[src/sv/dst_pkg.sv]
package dst_pkg;

	// Command codes
	localparam logic [1:0] CMD_ALLOC = 2'd0;
	localparam logic [1:0] CMD_GET   = 2'd1;
	localparam logic [1:0] CMD_PUT   = 2'd2;
	localparam logic [1:0] CMD_DUP   = 2'd3;

	// Status codes
	localparam logic [1:0] ST_OK    = 2'd0;
	localparam logic [1:0] ST_INVAL = 2'd1;
	localparam logic [1:0] ST_FULL  = 2'd2;
	localparam logic [1:0] ST_BADF  = 2'd3;

	localparam logic [15:0] REFS_MAX = 16'hFFFF;

	typedef struct packed {
		logic [1:0]  cmd;
		logic [7:0]  slot;
		logic [7:0]  target_slot;
		logic [7:0]  object_id;
		logic [15:0] open_flags;
	} item_t;

	typedef struct packed {
		logic [1:0]  status;
		logic [7:0]  result_slot;
		logic [7:0]  entry_object;
		logic [15:0] entry_flags;
		logic [15:0] object_refs;
	} result_t;

	// One slot entry as stored in the slot RAM
	typedef struct packed {
		logic [7:0]  obj;
		logic [15:0] flags;
	} entry_t;

	// Occupancy update: set or clear one slot's open bit
	typedef struct packed {
		logic       set;
		logic       clr;
		logic [7:0] idx;
	} occ_upd_t;

	// Reference count store access request: one read and one write
	typedef struct packed {
		logic        rd_en;
		logic [7:0]  rd_addr;
		logic        wr_en;
		logic [7:0]  wr_addr;
		logic [15:0] wr_data;
	} ref_req_t;

	function automatic logic [15:0] refs_inc(input logic [15:0] cnt);
		refs_inc = (cnt == REFS_MAX) ? cnt : cnt + 16'd1;
	endfunction

	function automatic logic [15:0] refs_dec(input logic [15:0] cnt);
		refs_dec = (cnt == 16'd0) ? cnt : cnt - 16'd1;
	endfunction

endpackage

[src/sv/dst_occ.sv]
// Open-slot bitmap and lowest-free-slot encoder.
module dst_occ #(
	parameter int SLOTS = 32
) (
	input  logic                 clk,
	input  logic                 arst_n,
	input  dst_pkg::occ_upd_t    upd,
	output logic [SLOTS-1:0]     occ,
	output logic                 full,
	output logic [7:0]           free_idx
);

	localparam int SW = $clog2(SLOTS);

	logic [SLOTS-1:0] occ_q;

	always_ff @(posedge clk or negedge arst_n) begin
		if (!arst_n) begin
			occ_q <= '0;
		end else if (upd.set) begin
			occ_q[upd.idx[SW-1:0]] <= 1'b1;
		end else if (upd.clr) begin
			occ_q[upd.idx[SW-1:0]] <= 1'b0;
		end
	end

	// Scan from the top so the lowest free slot wins
	always_comb begin
		free_idx = '0;
		for (int i = SLOTS - 1; i >= 0; i--) begin
			if (!occ_q[i]) begin
				free_idx = 8'(i);
			end
		end
	end

	assign occ  = occ_q;
	assign full = &occ_q;

endmodule

[config.mk]
export PLATFORM = sky130hd
export DESIGN_NAME = dst_occ
export DESIGN_NICKNAME = d
export VERILOG_FILES = /design/src/sv/dst_pkg.sv /design/src/sv/dst_occ.sv
export SDC_FILE = /design/constraint.sdc
export NUM_CORES = 1
export LEC_CHECK = 0
export BUFFER_PORTS_ARGS = -buffer_cell sky130_fd_sc_hd__buf_2
export CAP_MARGIN = 20
export CORE_MARGIN = 5
export CORE_UTILIZATION = 53
export CTS_CLUSTER_SIZE = 20
export DETAILED_ROUTE_END_ITERATION = 10
export PLACE_DENSITY_LB_ADDON = 0.1
export SKIP_LAST_GASP = 1
export SLEW_MARGIN = 20
export SYNTH_ARGS = -nofsm -noshare
export SYNTH_HDL_FRONTEND = slang
export SYNTH_SLANG_ARGS = --single-unit
[constraint.sdc]
create_clock -name clk -period 2 [get_ports clk]
set_input_delay 0.2 -clock clk [delete_from_list [all_inputs] [get_ports clk]]
set_output_delay 0.2 -clock clk [all_outputs]
set_load 0.01 [all_outputs]
Word level (Yosys, flattened, before mapping)
Index checks and enable logic that the tools add are counted.
{"block": "totals", "out_inout_bits": 41, "wordCells": 45, "regBits": 32, "in_bits": 12}
{"block": "classes", "order_cmp": 2, "reduce_logical": 3, "mux": 36, "bitwise_logic": 3}
{"op": "8-bit 2-to-1 mux", "count": 31}
{"op": "32-bit 2-to-1 mux", "count": 2}
{"op": "32-bit AND", "count": 1}
{"op": "32-bit inverter", "count": 1}
{"op": "32-bit bitwise OR", "count": 1}
{"op": "32-bit AND reduction", "count": 1}
{"op": "5-bit by 6-bit < comparator with 1-bit output, second input constant", "count": 1}
{"op": "1-bit demux with 5-bit select", "count": 1}
{"op": "5-bit by 1-bit >= comparator with 1-bit output, second input constant", "count": 1}
{"op": "5-bit 2-to-1 mux", "count": 1}
{"op": "2-bit nonzero test", "count": 1}
{"op": "1-bit logical AND", "count": 1}
{"op": "1-bit 2-to-1 mux", "count": 1}

Depth between registers and ports, before layout
{"block": "logic_depth", "word_depth": 32, "ltp_mapped": 6, "mapped_depth_nobuf": 5}

Worst setup path before layout
Ideal clock, no wire load.
{"block": "synth_timing", "kind": "reg2out", "startpoint": "register (tool-made name)", "endpoint": "output free_idx[4]", "stages_incl_launch_ff": 4, "t_arrival_ns": 1.376, "path_slack_ns": 0.424, "path_cell_list": "dfrtp_1 nand4_1 or3_1 nor4_1"}
{"item": "to (decl)", "line": "dst_occ.sv:10", "source": "output logic [7:0] free_idx"}

==> impl_results.html <==
<table>
<tr><th>Metric</th><th>Value</th></tr>
<tr><th colspan="2">Min path</th></tr>
<tr><td>Class of the tightest hold or removal check</td><td>in2reg</td></tr>
<tr><td>Cell depth of the worst hold path</td><td>3</td></tr>
<tr><td>Launch point of the worst hold path</td><td>upd[9]</td></tr>
<tr><th colspan="2">Floorplanning</th></tr>
<tr><td>Vertical extent of the die</td><td>68.6 um</td></tr>
<tr><td>Num ports</td><td>53</td></tr>
<tr><td>Area inside the core boundary</td><td>3340 um2</td></tr>
<tr><td>Die area</td><td>4700 um2</td></tr>
<tr><td>Number of core rows</td><td>21</td></tr>
<tr><td>Initial Utilization</td><td>54.5%</td></tr>
<tr><td>Die width</td><td>68.6 um</td></tr>
<tr><th colspan="2">Drt</th></tr>
<tr><td>Vias</td><td>1672</td></tr>
<tr><td>Remaining routing DRC violations</td><td>0</td></tr>
<tr><td>Total detailed-routing wirelength</td><td>4850 um</td></tr>
<tr><td>DR WL/cell</td><td>16.6 um</td></tr>
<tr><td>Post-DR vias/cell</td><td>5.73</td></tr>
<tr><td>Drt initial violations</td><td>151</td></tr>
<tr><td>1st-pass router iterations</td><td>4</td></tr>
<tr><td>Antenna Nets Post-Route</td><td>0</td></tr>
<tr><th colspan="2">STA</th></tr>
<tr><td>Share of the clock period used by the worst path after layout</td><td>96.3%</td></tr>
<tr><td>Final critical path time including I/O delays and setup</td><td>1.93 ns</td></tr>
<tr><td>Unrepaired setup endpoints after global routing</td><td>yes</td></tr>
<tr><td>Clock skew</td><td>0 ns</td></tr>
<tr><td>Crit path setup slack, layout</td><td>0.0732 ns</td></tr>
<tr><td>Transition time of the tightest slew-check pin</td><td>0.714 ns</td></tr>
<tr><td>Final number of max-transition violations</td><td>0</td></tr>
<tr><td>Number of setup violations in the final report</td><td>0</td></tr>
<tr><td>Final Hold Vio Count</td><td>0</td></tr>
<tr><td>Maximum achievable frequency</td><td>0.519 GHz</td></tr>
<tr><td>Worst slew margin relative to its limit</td><td>52.4%</td></tr>
<tr><td>Hold slack final</td><td>0.228 ns</td></tr>
<tr><th colspan="2">Run status</th></tr>
<tr><td>Run status</td><td>completed</td></tr>
<tr><th colspan="2">Power</th></tr>
<tr><td>Fraction of power consumed by sequential logic</td><td>48.1%</td></tr>
<tr><td>Combinational group share of total power</td><td>31.8%</td></tr>
<tr><td>Cell internal pwr</td><td>1.33 mW</td></tr>
<tr><td>Net switching power</td><td>761 uW</td></tr>
<tr><td>Clock share of power</td><td>20.0%</td></tr>
<tr><td>Ratio of total power to cell area</td><td>933 nW/um2</td></tr>
<tr><td>Switching portion of total power</td><td>36.4%</td></tr>
<tr><td>Worst vdd ir</td><td>0.513 mV</td></tr>
<tr><td>Final total power</td><td>2.09 mW</td></tr>
<tr><td>Static Leak</td><td>0.989 nW</td></tr>
<tr><th colspan="2">Layout</th></tr>
<tr><td>Area of all placed cells without fillers</td><td>2240 um2</td></tr>
<tr><td>Area taken by flip-flops and latches</td><td>805 um2</td></tr>
<tr><td>Area used by multi-input combinational logic</td><td>972 um2</td></tr>
<tr><td>Nets@finish</td><td>258</td></tr>
<tr><td>Highest-count cells in the layout ignoring fill and taps</td><td>46 x buf_2, 35 x nor2_1, 29 x dfrtp_1</td></tr>
<tr><td>Fill cell total of the finished layout</td><td>285</td></tr>
<tr><td>Area growth from synthesis to layout</td><td>23.1%</td></tr>
<tr><td>Layout cell share with drive strength beyond 1</td><td>41.9%</td></tr>
<tr><td>Inserted Diodes</td><td>0</td></tr>
<tr><td>Commonest non-fill, non-tap cell in the layout</td><td>buf_2</td></tr>
<tr><th colspan="2">GRT</th></tr>
<tr><td>Number of global-route vias before repair</td><td>1644</td></tr>
<tr><td>Initial antenna violation count</td><td>0</td></tr>
<tr><td>Combined global-route utilization of all metal layers</td><td>23.1%</td></tr>
<tr><td>Largest net degree at the start of global routing</td><td>33</td></tr>
<tr><td>Total overflow reported by the global router</td><td>0</td></tr>
<tr><td>Wire length of the first global-routing pass</td><td>7850 um</td></tr>
<tr><th colspan="2">Placed design</th></tr>
<tr><td>Final Wtd Congestion</td><td>0.815</td></tr>
<tr><td>HPWL after DPL</td><td>3370 um</td></tr>
<tr><td>Total of buffers placed on input and output ports</td><td>46</td></tr>
<tr><td>Worst-case setup slack after placement</td><td>0.236 ns</td></tr>
<tr><td>Cell area reported after detailed placement</td><td>2060 um2</td></tr>
<tr><th colspan="2">Worst setup path</th></tr>
<tr><td>Critical Path Fanout Max</td><td>5</td></tr>
<tr><td>Class of the most critical setup path</td><td>reg2out</td></tr>
<tr><td>Crit path capture type</td><td>output port</td></tr>
<tr><td>Arrival @ worst endpoint</td><td>1.73 ns</td></tr>
<tr><td>Minimum setup slack among reg-to-reg paths</td><td>1.07 ns</td></tr>
<tr><td>Depth of the worst register-to-register path</td><td>2</td></tr>
<tr><td>Data required, critical path</td><td>1.80 ns</td></tr>
<tr><td>Kind of start point of the critical path</td><td>register</td></tr>
<tr><th colspan="2">Clocking</th></tr>
<tr><td>Clock slew at the register clock pins of the worst setup and hold paths</td><td>0.10 ns</td></tr>
<tr><td>TritonCTS clock tree</td><td>yes</td></tr>
<tr><td>Total number of H-tree levels</td><td>2</td></tr>
<tr><td>Clock tree sinks</td><td>32</td></tr>
<tr><td>Number of buffers inserted during clock tree synthesis</td><td>5</td></tr>
<tr><td>Maximum number of buffers from clock root to sink</td><td>2</td></tr>
<tr><td>Root Driver</td><td>clkbuf_4</td></tr>
<tr><td>Clock latency reported for the late side of the worst-skew pair</td><td>0.34 ns</td></tr>
<tr><th colspan="2">Yosys</th></tr>
<tr><td>Synthesis warning total</td><td>0</td></tr>
<tr><td>Flip-flop and latch count after synthesis</td><td>32</td></tr>
<tr><td>Count of distinct cell types in the synthesized netlist</td><td>35</td></tr>
<tr><td>Portion of the post-synthesis area used by sequential elements</td><td>44.0%</td></tr>
<tr><td>Number of instances in the synthesized netlist</td><td>191</td></tr>
<tr><td>Average size of a mapped cell</td><td>9.52 um2</td></tr>
<tr><td>Post-synthesis instance area</td><td>1820 um2</td></tr>
<tr><th colspan="2">Flow run</th></tr>
<tr><td>Count of max-cap constraint violations</td><td>0</td></tr>
</table>
## power groups by stage
| stage | logic, mW | clock network, mW | registers, mW |
|---|---|---|---|
| 3_5_place_dp | 0.576 | 0 | 1.02 |
| 3_3_place_gp | 0.567 | 0 | 1.01 |
| 4_1_cts | 0.633 | 0.429 | 0.995 |
| 6_report | 0.664 | 0.418 | 1.01 |
| 5_1_grt | 0.734 | 0.461 | 1.03 |
| 2_1_floorplan | 0.261 | 0 | 1.05 |
## routing by layer
| layer | part of all wire (%) | wire length [um] | track usage [%] | vias up |
|---|---|---|---|---|
| met5 | 0 | 0 | 0 | - |
| met4 | 1.8 | 88 | 9.18 | 0 |
| met2 | 49 | 2390 | 38.1 | 69 |
| li1 | - | - | - | 789 |
| met3 | 8.6 | 418 | 5.67 | 11 |
| met1 | 40 | 1950 | 28.9 | 803 |
## logic make-up (layout without fill, tap and decap cells)
group | Yosys count | after routing | synth area share [%]
AOI/OAI and AO/OA | 25 | 25 | 8.67
buffers and inverters | 17 | 70 | 4.82
DFF | 32 | 32 | 44.0
muxes | 29 | 29 | 18.0
other | 1 | 3 | 0.206
and+or+nand+nor | 87 | 87 | 24.3
## worst max path at each step
stage,endpoint,slack [ns],cells after the start
finish,free_idx[4],0.07,4
global route,free_idx[1],-0.03,6
CTS,free_idx[0],0.02,6
detailed placement,free_idx[0],0.24,6
global placement,free_idx[0],0.21,6
floorplan,free_idx[4],0.42,3
## stage by stage
step	std cells	utilization (%)	setup TNS [ns]
floorplan	193	-	0
global placement	276	61.8	0
detailed placement	276	61.8	0
CTS	288	65.4	0
global route	292	67.0	-0.0543
finish	292	67.0	0
## timing repair
item                                    4_1_cts  5_1_grt
endpoints found under the hold margin        32        0
resized for setup                             3        8
setup buffers                                 4        4
endpoints found under the setup margin        2        4
cloned                                        0        0
pin swaps                                     1        2
hold buffers                                  1        0
## Yosys cell counts (all sizes together)
master | number | share of area (%)
a31oi | 4 | 1.4
a21oi | 5 | 1.4
buf | 8 | 3.0
and3b | 1 | 0.48
a211oi | 1 | 0.41
nor3 | 2 | 0.55
o2111ai | 2 | 0.96
or3 | 2 | 0.69
inv | 6 | 1.2
a2111oi | 1 | 0.48
and4 | 1 | 0.48
conb | 1 | 0.21
o221a | 1 | 0.62
o211ai | 1 | 0.41
a21o | 1 | 0.41
mux2 | 29 | 18
nand2 | 16 | 3.3
o21ai | 8 | 2.2
o21bai | 1 | 0.41
nor2 | 36 | 7.6
or3b | 2 | 0.96
nand3b | 4 | 1.7
nand3 | 7 | 1.9
nand4 | 9 | 3.1
nor4 | 5 | 2.9
clkbuf | 3 | 0.62
nand2b | 2 | 0.69
dfrtp | 32 | 44
## critical path, cell delays in order (launching register included)
cell and delay, ns:
dfrtp_1 0.42, nand4_1 0.13, or3_4 0.42, nor4_2 0.24, buf_2 0.18
## final cells by class
class	count	share of cell area (%)
Timing Repair Buffer	57	14.1
Clock buffer	7	2.91
Inverter	6	1.01
Sequential cell	32	36.0
Multi-Input combinational cell	144	43.5
Tap cell	46	2.57
(Power assumes the default switching activity.)
