==> src/sv/dst_ram.sv <==
module dst_ram #(
	parameter int WIDTH = 24,
	parameter int DEPTH = 32
) (
	input  logic                     clk,
	input  logic                     we,
	input  logic [$clog2(DEPTH)-1:0] waddr,
	input  logic [WIDTH-1:0]         wdata,
	input  logic                     re,
	input  logic [$clog2(DEPTH)-1:0] raddr,
	output logic [WIDTH-1:0]         rdata
);

	logic [WIDTH-1:0] mem [DEPTH];

	always_ff @(posedge clk) begin
		if (we) begin
			mem[waddr] <= wdata;
		end
		if (re) begin
			rdata <= mem[raddr];
		end
	end

endmodule

==> config.mk <==
export PLATFORM = sky130hd
export DESIGN_NAME = dst_ram
export DESIGN_NICKNAME = d
export VERILOG_FILES = /design/src/sv/dst_ram.sv
export SDC_FILE = /design/constraint.sdc
export NUM_CORES = 1
export LEC_CHECK = 0
export ABC_AREA = 1
export BUFFER_PORTS_ARGS = -buffer_cell sky130_fd_sc_hd__buf_2
export CAP_MARGIN = 20
export CORE_MARGIN = 2
export CORE_UTILIZATION = 40
export CTS_BUF_LIST = sky130_fd_sc_hd__clkbuf_8
export DETAILED_ROUTE_END_ITERATION = 10
export PLACE_DENSITY = 0.67
export SYNTH_ARGS = -nofsm -noshare
export SYNTH_HDL_FRONTEND = slang
export SYNTH_SLANG_ARGS = --single-unit
export TNS_END_PERCENT = 20
==> constraint.sdc <==
create_clock -name clk -period 2.4 [get_ports clk]
set_clock_uncertainty 0.05 [all_clocks]
set_input_delay 0.36 -clock clk [delete_from_list [all_inputs] [get_ports clk]]
set_output_delay 0.36 -clock clk [all_outputs]
set_load 0.02 [all_outputs]
Word-level counts from Yosys, hierarchy flattened
Memories as Yosys holds them, arrays and structs flattened. A register that Yosys moved wholly into a read port is not among the register bits.
Index checks and enable logic that the tools add are counted.
- register bits: 0
- RAM bits: 768
- memories kept: 1
- memories (name ; depth ; width ; read ports ; clocked after memory_dff ; write ports ; line ; source):
    mem ; 32 ; 24 ; 1 ; 1 ; 1 ; 14 ; logic [WIDTH-1:0] mem [DEPTH];
- muxes and demuxes: 2
- operators with widths (operator ; count):
    1-bit two-way mux ; 2

Logic depth before layout (Yosys ltp)
Gate-level depths: netlist of run 1.
- depth in word-level cells: 2
- depth in mapped cells: 12

Worst setup path before layout of run 1
Ideal clock, no wire load.
- path kind: input-to-reg
- from: in waddr[0]
- to: mem mem[0][0], enable pin
- setup time: 0.405 ns
- arrival time: 1.685 ns
- path slack: 0.260 ns
- stages on the path: 3
- buffers on the path: 0
- path through: inv_1 > nand3_1 > nor2_1
- RTL lines (what ; line ; source):
    start, declared ; 7 ; input logic [$clog2(DEPTH)-1:0] waddr,
    end, declared ; 14 ;
No word-level cell before the write port.

Worst setup path in the final report of run 1
- from: reg rdata[5], read port of mem
- to: out rdata[5]
- RTL lines (what ; line ; source):
    start, declared ; 11 ; output logic [WIDTH-1:0] rdata
No word-level cell between the ends.

==> reports/summary.txt, run 1 <==
status - complete, no violations
synth-to-layout area growth - 13.5%
sequential share of the synthesized area - 0.743
# Max-Cap Violations - 0
CP Max Fanout - 1
postcts setup bufs - 0
final period utilization - 0.815
Die Ht - 287 um
FILL cells - 7121
Horiz. Die Dim - 287 um
routability cong. - 0.813
Synth Register Bits - 792
pin slew with the least headroom to its limit - 0.682 ns
CP cell instances - buf_2
DRT iter0 DRCs - 2338
CP bufs+invs - 1
min Tclk post-route - 1.96 ns
DRC Markers - 0
Area contributors post-synth - edfxtp_1, nand2_1, nand3_1
crit-path leading delay family - flip-flops
DRT antenna net count - 0
Lkg Pwr - 13.4 nW
Reg2Reg Depth - 8
critical path arrival - 1.55 ns
core footprint - 79100 um2
Setup violations, final - 0
Hold Path Cell Cnt - 1
yosys warns - 0
largest stage delay on the critical path - 0.57 ns
Detail Placement HPWL - 49.1 mm
I/O Pins - 61
CTS Buf Count - 120
post-synth top area share - 0.743
CP Class - flop to primary output
CP startpoint kind - flop
share of cells above drive strength 1 - 0.123
WL per Instance - 21.7 um
reg2reg start - mem[31][7]
reg2reg setup slack - 1.03 ns
Pint - 0.0209 W
Switch Pwr - 0.00653 W
final hold vios - 0
CTS clk-pin slew, worst paths - 0.06 ns
final WL - 85.9 mm
fin. max-slew vios - 0
worst hold margin - 0.0718 ns
Clock Power Share - 0.367
Sw Ratio - 0.238
vias - 20985
unrepaired setup endpoints after global routing - false
setup TNS - 0 ns
slowest CP cell - edfxtp_1
Unique masters post-synth - 13
dpl cells - 3736
H-tree depth - 3
Synth area leader - edfxtp_1
clk_lat worst skew - 0.74 ns
first-pass GRT wire length - 127 mm
Root Driver - clkbuf_8
final std cells w/o fill - 3955
die area - 82300 um2
post-CTS sizing - 0
vias in the first global route - 19787
Net Count, Synth - 2702
Clock Path Buffers - 3
grt ovf - 0
initial antenna violation count - 7
Comb pwr share - 0.068
Vias/cell - 5.31
sequential power share - 0.565
largest net degree at the start of global routing - 122
Cells after Synth - 2665
Req. time, crit path - 1.99 ns
Initial Utilization - 0.404
Avg Inst Size Synth - 12.0 um2
FF/Latch Area - 23800 um2
clock sinks - 792
multi-input logic area - 7320 um2
RR Endpoint - rdata[7]
cell area after synthesis - 32000 um2
Post-CTS Hold Buffers - 0
FP Rows - 103
port bufs - 60
Hold WC Path Type - input port to flop
Cell Pwr Density - 756 nW/um2
drt pass-1 iters - 7
GRT Overall Usage - 0.208
Fmax - 0.511 GHz
Post-layout nets - 2845
CTS tree - done
hold wc startpoint - wdata[22]
Worst setup EP type - primary output
Hold Path Sink - mem[7][22]
Worst slew margin - 0.545
Max IR drop VDD - 0.431 mV
[sequential cells by signal (all words and copies together), names as in the netlist]
signal / cells
mem: 768
rdata: 24
[layout make-up]
type / count / share of cell area
repair buffers: 184 / 0.0468
clock inverters: 94 / 0.0130
flip-flops and latches: 792 / 0.655
diodes: 4 / 0.000276
clock buffers: 121 / 0.0459
well taps: 1050 / 0.0362
multi-input cells: 1700 / 0.201
inverters: 10 / 0.00158
[worst register-to-register path, stage by stage, from the launching register on]
cell      delay (ns)
edfxtp_1        0.37
nand2_1         0.09
nand3_1         0.08
nand3_1         0.07
nand2_1         0.08
nand2_1         0.08
nand2_1         0.16
nand2_1         0.13
nand2_1         0.06
[per-layer routing]
| layer | GRT usage | wire [um] |
|---|---|---|
| met1 | 0.299 | 36400 |
| met3 | 0.0420 | 8380 |
| met5 | 0 | 23 |
| met4 | 0.0632 | 2180 |
| met2 | 0.319 | 38800 |
[Yosys cell counts, drive strengths merged]
library cell  instances
buf                 150
clkbuf               13
edfxtp              792
inv                  10
nand2              1080
nand3               588
nor2                 32
[logic make-up (layout without fill, tap and decap cells)]
logic type,after synthesis,after routing,share of synthesized area
flip-flops,792,792,0.743
other,0,4,0
buffers and inverters,173,409,0.0344
AND/OR/NAND/NOR,1700,1700,0.222
[layout by cell type (no fill, tap or decap), types with 24 or more instances in the layout]
cell / netlist / final
edfxtp_1: 792 / 792
nor2_4: 0 / 24
clkinv_1: 0 / 37
clkbuf_8: 0 / 121
inv_1: 7 / 48
buf_4: 7 / 89
buf_2: 99 / 57
buf_12: 0 / 36
nand3_1: 588 / 588
nand2_1: 1080 / 1080
[per-stage QoR]
stage               worst slack [ns]  power (W)  instance area (um2)  utilization
detailed placement             0.176     0.0177                34200        0.432
floorplan                      0.260     0.0169                32000            -
global placement               0.213     0.0176                34200        0.432
global route                   0.398     0.0284                36300        0.459
CTS                            0.406     0.0276                36300        0.459
finish                         0.443     0.0275                36300        0.459
[how the worst max path moves through the flow]
stage / slack, ns / cells past startpoint / endpoint / from
after floorplan: 0.26 / 3 / mem[0][0] / waddr[0]
after global placement: 0.21 / 11 / rdata[7] / raddr[0]
after detailed placement: 0.18 / 12 / rdata[7] / raddr[0]
after CTS: 0.41 / 1 / rdata[5] / rdata[5]
after global routing: 0.40 / 1 / rdata[10] / rdata[10]
final: 0.44 / 1 / rdata[5] / rdata[5]
[power by group through the flow]
stage / logic [W] / registers (W) / clock network [W]
after CTS: 0.00185 / 0.0155 / 0.0102
after global routing: 0.00205 / 0.0155 / 0.0108
after floorplan: 0.00104 / 0.0158 / 0
after global placement: 0.00182 / 0.0158 / 0
after detailed placement: 0.00185 / 0.0158 / 0
final: 0.00186 / 0.0155 / 0.0101
No activity file was read; power rests on OpenSTA's default activity.
==> run 2: changes to the inputs <==
Settings changed: ABC_AREA 1 to 0, PLACE_DENSITY 0.67 to 0.69.
Clock period 2.4 ns to 1.6 ns, I/O delays scaled along.
==> reports/summary.txt, run 2 <==
Core Util, Final - 0.486 (+0.0269)
H-tree depth - 3 (unchanged)
mux cell area share after synthesis - 0.125 (+0.125)
Horiz. Die Dim - 281 um (-2.0%)
DRT antenna net count - 0 (unchanged)
Synth Register Bits - 792 (unchanged)
die area - 79000 um2 (-3.9%)
CP Class - flop to primary output
Setup violations, final - 8 (+8)
unrepaired setup endpoints after global routing - true
commonest cells after routing, fill and taps aside - edfxtp_1, mux2i_1, clkbuf_8
Post-synth EDFFs - 792 (unchanged)
Critical Path Source - rdata[13]
Worst setup EP type - primary output
largest net degree at the start of global routing - 33 (-73%)
reg2reg setup slack - -0.01 ns (-1.04 ns)
Sw Ratio - 0.221 (-0.0167)
Reg2Reg Depth - 6 (-2)
core footprint - 75900 um2 (-4.0%)
FILL cells - 6177 (-13%)
Unique masters post-synth - 23 (+10)
yosys warns - 0 (unchanged)
crit-path leading delay family - flip-flops
Die Ht - 281 um (-2.0%)
fin. max-slew vios - 0 (unchanged)
DRT iter0 DRCs - 1158 (-50%)
Avg Inst Size Synth - 18.0 um2 (+50%)
final hold vios - 0 (unchanged)
CP Max Fanout - 1 (unchanged)
critical path arrival - 1.36 ns (-0.19 ns)
Hold WC Path Type - input port to flop
clk_lat worst skew - 0.72 ns (-0.02 ns)
Lkg Pwr - 13.0 nW (-2.9%)
I/O Pins - 61 (unchanged)
DRC Markers - 0 (unchanged)
dpl cells - 2879 (-23%)
Initial Utilization - 0.405 (about the same)
Detail Placement HPWL - 41.0 mm (-16%)
CTS clk-pin slew, worst paths - 0.07 ns (about the same)
failing checks - setup timing
Clock Path Buffers - 3 (unchanged)
initial antenna violation count - 3 (-4)
commonest non-fill, non-tap cell in the layout - edfxtp_1
Root Driver - clkbuf_8
synth-to-layout area growth - 20.1%
Switch Pwr - 0.00919 W (+41%)
RR Endpoint - rdata[23]
Cells after Synth - 1711 (-36%)
drt pass-1 iters - 5 (-2)
final std cells w/o fill - 3118 (-21%)
final WL - 69.0 mm (-20%)
ys async rst share - 0 (unchanged)
post-synthesis compound-gate area fraction - 0.0479 (+0.0479)
Final WS setup - -0.0522 ns (-0.495 ns)
pin slew with the least headroom to its limit - 0.663 ns (-0.0190 ns)
Req. time, crit path - 1.31 ns (-0.68 ns)
CP startpoint kind - flop
Fmax - 0.605 GHz
final period utilization - 1.03
Max IR drop VDD - 0.600 mV (+39%)
Post-Synth Adder-Cell Area - 0 (unchanged)
vias - 16366 (-22%)
count leader, synth - edfxtp_1
cell area after synthesis - 30700 um2 (-4.0%)
# Max-Cap Violations - 0 (unchanged)
post-synthesis simple-gate area fraction - 0.0327 (-0.190)
reg2reg start - mem[3][23]
CTS Buf Count - 116 (-3.3%)
min Tclk post-route - 1.65 ns
Vias/cell - 5.25 (-1.1%)
largest family of logic cells by synthesized area - multiplexers
Pint - 0.0324 W (+55%)
Worst slew margin - 0.558 (+0.0127)
top_reg_cell synth - edfxtp_1
port bufs - 60 (unchanged)
CP cell instances - buf_6
Synth area leader - edfxtp_1
Cell Pwr Density - 1130 nW/um2 (+49%)
share of cells above drive strength 1 - 0.212 (+0.0890)
Comb pwr share - 0.065 (-0.003)
sequential share of the synthesized area - 0.774 (+0.0309)
clock sinks - 792 (unchanged)
status - complete, but fails checks
Regs by FF count - mem: 768 flops, rdata: 24 flops
max reg flops - 768 (unchanged)
WL per Instance - 22.1 um (+2.0%)
GRT Overall Usage - 0.175 (-0.0322)
first-pass GRT wire length - 104 mm (-19%)
vias in the first global route - 16842 (-15%)
CP bufs+invs - 1 (unchanged)
grt ovf - 0 (unchanged)
total power - 0.0416 W (+51%)
Clock Power Share - 0.376 (+0.009)
XOR/XNOR Fraction of Synth Area - 0 (unchanged)
Net Count, Synth - 1748 (-35%)
postcts setup bufs - 0 (unchanged)
FP Rows - 101 (-1.9%)
n_diodes - 0 (-4)
Area contributors post-synth - edfxtp_1, mux2i_1, a22oi_1
routability cong. - 0.825 (+1.5%)
top cells by count, synth - edfxtp_1, mux2i_1, nand2_1, nand3_1
critical path depth in cells - 1 (unchanged)
critical path endpoint - rdata[13]
CTS tree - done
post-synth top area share - 0.774 (+0.0309)
largest register by flop count - mem
largest stage delay on the critical path - 0.47 ns (-0.10 ns)
slowest CP cell - edfxtp_1
sequential power share - 0.559 (-0.006)
Post-layout nets - 2026 (-29%)
-- run 2: cell types whose count changed in the layout (fill, tap and decap cells not counted), moves of 13 or more --
cell,change
a21oi_1,+72
a22o_1,+48
a22oi_1,+72
a31oi_1,+15
buf_12,+41
clkinv_2,+13
dlygate4sd3_1,+24
inv_1,-20
mux2i_1,+384
nand2_1,-1006
nand3_1,-517
nor3_1,+21
-- run 2: layout make-up --
| class | count | area (um2) | area share |
|---|---|---|---|
| clock inverters | 100 | 648 | 0.0176 |
| multi-input cells | 821 | 6700 | 0.182 |
| flip-flops and latches | 792 | 23800 | 0.645 |
| repair buffers | 258 | 2870 | 0.0777 |
| clock buffers | 117 | 1610 | 0.0436 |
| well taps | 1030 | 1290 | 0.0349 |
-- run 2: repair_timing --
action	CTS	global route
hold buffers	24	0
setup endpoints to repair	20	28
pin swaps	0	6
gates resized for setup	13	21
hold endpoints to repair	683	0
-- run 2: through the flow --
| stage | TNS [ns] | area (um2) | worst slack (ns) | hold slack, ns |
|---|---|---|---|---|
| 2_1_floorplan | -141.59 | 31000 | -0.271 | 0.289 |
| 3_3_place_gp | -16.38 | 34200 | -0.492 | 0.603 |
| 3_5_place_dp | -20.68 | 34200 | -0.514 | 0.619 |
| 4_1_cts | -0.841 | 36800 | -0.0966 | 0.00276 |
| 5_1_grt | -0.545 | 36900 | -0.0804 | 0.0559 |
| 6_report | -0.201 | 36900 | -0.0522 | 0.0601 |
-- run 2: worst min path at each step --
stage / endpoint / from / slack [ns] / cells past startpoint
after floorplan: mem[0][0] / wdata[0] / 0.29 / 0
after global placement: rdata[2] / mem[26][2] / 0.60 / 4
after detailed placement: rdata[17] / mem[26][17] / 0.62 / 4
after CTS: mem[2][20] / wdata[20] / 0.003 / 1
after global routing: mem[2][20] / wdata[20] / 0.06 / 1
final: mem[2][20] / wdata[20] / 0.06 / 1
-- run 2: logic make-up after synthesis --
group / after synthesis
DFF: 792
muxes: 384
and+or+nand+nor: 221
AOI/OAI and AO/OA: 216
buffers and inverters: 98
-- run 2: per-layer routing --
| metal | share of wire | vias to the layer above | track usage |
|---|---|---|---|
| li1 | - | 7381 | - |
| met5 | 0.00071 | - | 0 |
| met4 | 0.021 | 6 | 0.0583 |
| met2 | 0.49 | 543 | 0.295 |
| met3 | 0.057 | 114 | 0.0281 |
| met1 | 0.43 | 8322 | 0.233 |
-- run 2: power by group through the flow --
stage               combinational (W)  clock [W]  sequential (W)
finish                        0.00269     0.0157          0.0233
global route                  0.00287     0.0168          0.0233
CTS                           0.00266     0.0159          0.0233
detailed placement            0.00258          0          0.0237
global placement              0.00252          0          0.0237
floorplan                     0.00126          0          0.0237
